### src/hdl/irr_pkg.sv
`timescale 1ns / 1ps
// Shared types, codes and rounding function for the interleaved rotary rotator.
package irr_pkg;

  localparam logic OP_WRITE  = 1'b0;
  localparam logic OP_ROTATE = 1'b1;

  localparam logic CFG_PREFIX_ROWS    = 1'b0;
  localparam logic CFG_PAIRS_PER_HEAD = 1'b1;

  typedef struct packed {
    logic valid;
    logic pass;
    logic err;
  } irr_ctl_t;

  // Adds half an LSB, floors by 2^14 and saturates to signed 16 bits.
  function automatic logic signed [15:0] round_sat(input logic signed [32:0] acc);
    logic signed [33:0] r;
    logic signed [19:0] q;
    r = 34'(acc) + 34'sd8192;
    q = r[33:14];
    if (q > 20'sd32767) begin
      return 16'sh7FFF;
    end else if (q < -20'sd32768) begin
      return 16'sh8000;
    end
    return q[15:0];
  endfunction

endpackage

### src/hdl/irr_rotate.sv
`timescale 1ns / 1ps
// Multiply stage and round/saturate output register of the rotator.
module irr_rotate (
  input  logic                clk_i,
  input  logic                rst_ni,
  input  logic                advance_i,
  input  irr_pkg::irr_ctl_t   ctl_i,
  input  logic signed [15:0]  even_i,
  input  logic signed [15:0]  odd_i,
  input  logic signed [15:0]  sine_i,
  input  logic signed [15:0]  cosine_i,
  output irr_pkg::irr_ctl_t   ctl_o,
  output logic signed [15:0]  even_o,
  output logic signed [15:0]  odd_o
);

  irr_pkg::irr_ctl_t  ctl3_q, ctl4_q;
  logic signed [15:0] ev3_q, od3_q;
  logic signed [31:0] ec_q, os_q, oc_q, es_q;
  logic signed [15:0] ev4_q, od4_q;
  logic signed [32:0] even_sum, odd_sum;

  always_ff @(posedge clk_i or negedge rst_ni) begin
    if (!rst_ni) begin
      ctl3_q <= '0;
      ctl4_q <= '0;
    end else if (advance_i) begin
      ctl3_q <= ctl_i;
      ctl4_q <= ctl3_q;
    end
  end

  always_ff @(posedge clk_i) begin
    if (advance_i) begin
      ev3_q <= even_i;
      od3_q <= odd_i;
      ec_q  <= even_i * cosine_i;
      os_q  <= odd_i * sine_i;
      oc_q  <= odd_i * cosine_i;
      es_q  <= even_i * sine_i;
    end
  end

  assign even_sum = 33'(ec_q) - 33'(os_q);
  assign odd_sum  = 33'(oc_q) + 33'(es_q);

  always_ff @(posedge clk_i) begin
    if (advance_i) begin
      ev4_q <= ctl3_q.pass ? ev3_q : irr_pkg::round_sat(even_sum);
      od4_q <= ctl3_q.pass ? od3_q : irr_pkg::round_sat(odd_sum);
    end
  end

  assign ctl_o  = ctl4_q;
  assign even_o = ev4_q;
  assign odd_o  = od4_q;

endmodule

### config.mk
export PLATFORM = sky130hd
export DESIGN_NAME = irr_rotate
export DESIGN_NICKNAME = d
export VERILOG_FILES = /design/src/hdl/irr_pkg.sv /design/src/hdl/irr_rotate.sv
export SDC_FILE = /design/constraint.sdc
export NUM_CORES = 2
export LEC_CHECK = 0
export BUFFER_PORTS_ARGS = -buffer_cell sky130_fd_sc_hd__buf_2
export CAP_MARGIN = 40
export CELL_PAD_IN_SITES_DETAIL_PLACEMENT = 0
export CELL_PAD_IN_SITES_GLOBAL_PLACEMENT = 2
export CORE_UTILIZATION = 40
export CTS_CLUSTER_DIAMETER = 200
export DETAILED_ROUTE_END_ITERATION = 8
export GPL_TIMING_DRIVEN = 0
export PLACE_DENSITY = 0.86
export SYNTH_ARGS = -nofsm -noshare
export SYNTH_HDL_FRONTEND = slang
export SYNTH_SLANG_ARGS = --single-unit
### constraint.sdc
create_clock -name clk_i -period 8.7 [get_ports clk_i]
set_clock_uncertainty 0.05 [all_clocks]
set_input_delay 0.87 -clock clk_i [delete_from_list [all_inputs] [get_ports clk_i]]
set_output_delay 0.87 -clock clk_i [all_outputs]
set_load 0.03 [all_outputs]
# Word level (Yosys, flattened, before mapping)
# Cells that the tools add are included.
word_totals:
  register_bits: 198
  inputBits: 70
  out_inout_bits: 35
  wordCells: 40
op_classes:
  add_sub_neg: 4
  mul: 4
  n_lt_le_gt_ge: 4
  mux: 14
ops:
  columns: ["op", "count"]
  rows:
  - ["16-bit by 16-bit multiplier with 32-bit output", 4]
  - ["16-bit 2-to-1 mux", 8]
  - ["33-bit by 15-bit adder with 34-bit output (second input constant)", 2]
  - ["20-bit by 16-bit > comparator with 1-bit output (second input constant)", 2]
  - ["20-bit by 16-bit < comparator with 1-bit output (second input constant)", 2]
  - ["32-bit by 32-bit adder with 33-bit output", 1]
  - ["32-bit by 32-bit subtractor with 33-bit output", 1]
  - ["1-bit 2-to-1 mux", 6]

# Depth between registers and ports, before layout
logic_depth:
  word_depth: 8
  mapped_depth: 25
  mapped_depth_nobuf: 24

# Least setup slack after synthesis
# No wires, ideal clock.
synth_timing:
  path_type: "input to register"
  from: "in even_i[15]"
  to: "reg es_q[31] (data pin)"
  setup_time_ns: 0.259
  arrival_ns: 6.814
  required_ns: 8.391
  setup_slack_ns: 1.577
  stages: 21
  path_buffers: 1
  path_cell_list: "clkbuf_1 > nand2_1 > inv_1 > fa_1 > fa_1 > fa_1 > fa_1 > fa_1 > inv_1 > fa_1 > inv_1 > ha_1 > a21o_1 > a21o_1 > a2111oi_1 > a311oi_1 > o21ba_2 > o21a_1 > a311o_1 > a21oi_1 > xnor2_1"
synth_via:
  elab_chain_len: 1
synth_lines:
  columns: ["item", "line_no", "source"]
  rows:
  - ["start: declaration", "irr_rotate.sv:8", "input logic signed [15:0] even_i,"]
  - ["16-bit by 16-bit multiplier with 32-bit output", "irr_rotate.sv:40", "es_q <= even_i * sine_i;"]
  - ["end signal: assignment", "irr_rotate.sv:40", null]
  - ["end: declaration", "irr_rotate.sv:19", "logic signed [31:0] ec_q, os_q, oc_q, es_q;"]
# No other way between the ends.
# A chain may end at the register's enable or synchronous reset.

# Final worst setup path
layout_timing:
  from: "in sine_i[15]"
  to: "reg es_q[31] (data pin)"
layout_via:
  elab_chain_len: 1
layout_lines:
  columns: ["item", "line_no", "source"]
  rows:
  - ["start: declaration", "irr_rotate.sv:10", "input logic signed [15:0] sine_i,"]
  - ["16-bit by 16-bit multiplier with 32-bit output", "irr_rotate.sv:40", null]
# No other way between the ends.

==> flow_summary.rst <==
.. list-table::
   :header-rows: 1

   * - Metric
     - Value
   * - Final worst path period need
     - 8.01 ns
   * - Max Fclk
     - 125 MHz
   * - Ratio of routed vias to standard cells
     - 5.12
   * - Number of iterations in the first detailed-routing pass
     - 6
   * - Post-Synthesis Net Count
     - 6574
   * - Global-route wire length before repair
     - 234000 um
   * - Routed vias
     - 35100
   * - Most used DFF post-synth
     - sky130_fd_sc_hd__edfxtp_1
   * - Number of placed cells counting well taps
     - 6813
   * - Category of the critical setup timing path
     - input pin to flop
   * - Clock sink count
     - 198
   * - Area added between synthesis and finish
     - 9.08%
   * - Area of the mapped netlist
     - 48800 um^2
   * - Estimated wirelength of the detail-placed design
     - 135000 um
   * - Average cell area after synthesis
     - 9.75 um^2
   * - Die footprint
     - 123000 um^2
   * - Setup TNS
     - 0 ns
   * - Critical path fanouts, max
     - 11
   * - Post-layout instance count excluding filler cells
     - 6862
   * - Sum of overflow across all layers after global routing
     - 0
   * - Final count of negative-setup-slack endpoints
     - 0
   * - Final #Nets
     - 6790
   * - Instance area at placement
     - 52600 um^2
   * - CTS tree
     - built
   * - Most used cells in the layout excluding fill and tap cells
     - 1182 x sky130_fd_sc_hd__inv_1, 1048 x sky130_fd_sc_hd__fa_1, 527 x sky130_fd_sc_hd__nand2_1
   * - Number of gates given a new drive strength after cts
     - 0
   * - Most numerous cell on the critical path
     - sky130_fd_sc_hd__fa_1
   * - Proportion of synthesized chip area in sequential cells
     - 12.1%
   * - Largest stage delay on the critical path
     - 0.72 ns
   * - Required time reported for the critical path endpoint
     - 8.91 ns
   * - Remaining max-slew budget at the tightest pin
     - 36.0%
   * - Die Ht
     - 351 um
   * - Starting DRC count in detailed routing
     - 2633
   * - Std-Cell Rows
     - 127
   * - Effective utilization at floorplan
     - 40.5%
   * - Finished layout cell area
     - 53200 um^2
   * - Clock-pin slew of the registers on the worst-case setup and hold paths
     - 0.08 ns
   * - Most frequent standard cell in the layout excluding fill and tap cells
     - sky130_fd_sc_hd__inv_1
   * - Vias in the first global route
     - 36200
   * - Share of synthesized registers carrying an async set or reset
     - 3.03%
   * - Unrepaired setup endpoints after global routing
     - no
   * - Run status
     - complete, no violations
   * - Number of enable flip-flop cells after synthesis
     - 192
   * - Post-Synthesis Cells
     - 5004
   * - Slowest stage cell on the critical path
     - sky130_fd_sc_hd__buf_1
   * - Final routed wirelength across all metal layers
     - 156000 um
   * - Final Hold Viols
     - 0
   * - Core footprint
     - 120000 um^2
   * - Synthesized flop and latch total
     - 198
   * - Buffer count from post-CTS setup fixing
     - 0
   * - Tightest Pin Transition
     - 0.960 ns
   * - Number of max-cap violations
     - 0
   * - Maximum count of clock buffers along a single path
     - 2
   * - Maximum number of pins on one net before global-route repair
     - 111
   * - Worst path buffer plus inverter count
     - 5
   * - Type of element launching the critical path
     - input pin
   * - Fraction of layout cells with a size suffix above 1
     - 4.99%
   * - Number of different library cells in the post-synthesis netlist
     - 72
   * - Final GP Congestion
     - 1.01
   * - Number of levels the H-tree was split into
     - 4
   * - Antenna violations before repair
     - 17
   * - Total of buffers placed on input and output ports
     - 104
   * - Antenna-violating nets left
     - 0
   * - Setup crit end kind
     - flop
   * - Clock Root Buffer
     - sky130_fd_sc_hd__clkbuf_16
   * - Number of buffers created by CTS
     - 17
   * - Horizontal extent of the die
     - 351 um
   * - Total of warnings raised by yosys
     - 0
   * - Data arrival time of the critical path
     - 8.22 ns
   * - Final number of max-transition violations
     - 0
   * - Clk Latency, worst-skew pair
     - 0.55 ns
   * - Hold buffers post-CTS
     - 0
   * - Remaining routing DRC violations
     - 0
   * - Post-route fraction of the period consumed by the critical path
     - 92.1%
   * - Top Family by Delay on Critical Path
     - adder cells
   * - GRT Resource Usage Total
     - 26.5%
   * - I/O pin cnt
     - 105
   * - Cell-by-cell trace of the critical path
     - buf_2, inv_1, buf_1, nor2_1, fa_1, fa_1, fa_1, fa_1, fa_1, inv_1, fa_1, inv_1, ha_1, a21o_1, a21o_1, a2111oi_1, a311oi_1, o21ba_2, o21a_1, a311o_1, a21oi_1, xnor2_1
   * - Class of the tightest hold or removal check
     - input pin to asynchronous set/reset pin
   * - Detailed-route wire length per cell
     - 22.8 um
## path summary, 6_finish.rpt
| path | start | depth (start not counted) | slack (ns) | to |
|---|---|---|---|---|
| max in group asynchronous | rst_ni | 1 | 8.36 | ctl_o[0] |
| min in group clk_i | ctl3_q[2] | 1 | 0.46 | ctl_o[2] |
| hold reg to reg | ctl3_q[2] | 1 | 0.46 | ctl_o[2] |
| setup reg to reg | oc_q[18] | 14 | 4.07 | odd_o[14] |
| hold / removal | rst_ni | 1 | 0.09 | ctl_o[1] |
| setup / recovery | sine_i[15] | 22 | 0.69 | es_q[31] |
## synthesized netlist by cell type, drive strengths merged (24+ instances only)
cell type | instances | area, um^2
nand2b | 29 | 181
and2 | 499 | 3120
fa | 1048 | 21000
edfxtp | 192 | 5770
nor2b | 28 | 183
ha | 452 | 5660
clkbuf | 200 | 751
inv | 1182 | 4440
a21oi | 139 | 699
xnor2 | 138 | 1210
a21o | 74 | 556
nand2 | 527 | 1980
o21ai | 71 | 359
xor2 | 40 | 350
nor2 | 120 | 450
nand3 | 24 | 120
## flip-flops by register name (all words and copies together) (netlist names)
register,flops
ctl3_q,3
ctl_o,3
ec_q,32
es_q,32
ev3_q,16
even_o,16
oc_q,32
od3_q,16
odd_o,16
os_q,32
## cell type report
class,count,area (um^2)
buffer,206,783
tap,1612,2020
timing repair buffer,197,1740
fill,12000,67200
clock inverter,15,206
antenna,17,42.5
clock buffer,17,425
inverter,1183,4440
sequential,198,5920
multi-input combinational,3417,37700
## cell families after synthesis
logic type,synth area share [%]
DFF,12.1
buffers and inverters,10.7
muxes,0.203
adders and majority gates,54.6
AOI/OAI and AO/OA,5.88
xor gates and xnor gates,3.19
and+or+nand+nor,13.3
## per-stage QoR
step	hold slack, ns	setup WS, ns	utilization [%]
after CTS	0.0533	0.816	44.2
after floorplan	0.425	1.58	-
after global placement	0.433	0.121	42.6
after detailed placement	0.447	0.254	43.6
after global routing	0.0726	0.485	44.2
final	0.0867	0.687	44.2
## metal layers
| metal | share of wire [%] | vias up | global-route usage, % | wire, um |
|---|---|---|---|---|
| met5 | 0.017 | - | 0 | 27 |
| met4 | 4.0 | 4 | 10.3 | 6220 |
| met3 | 8.1 | 200 | 5.15 | 12700 |
| met2 | 45 | 1260 | 40.7 | 70500 |
| met1 | 43 | 18100 | 36.8 | 66800 |
| li1 | - | 15500 | - | - |
Power is left out: the tool's default activity adds up to more than one toggle a clock period on the data nets, which glitch-free logic cannot reach.
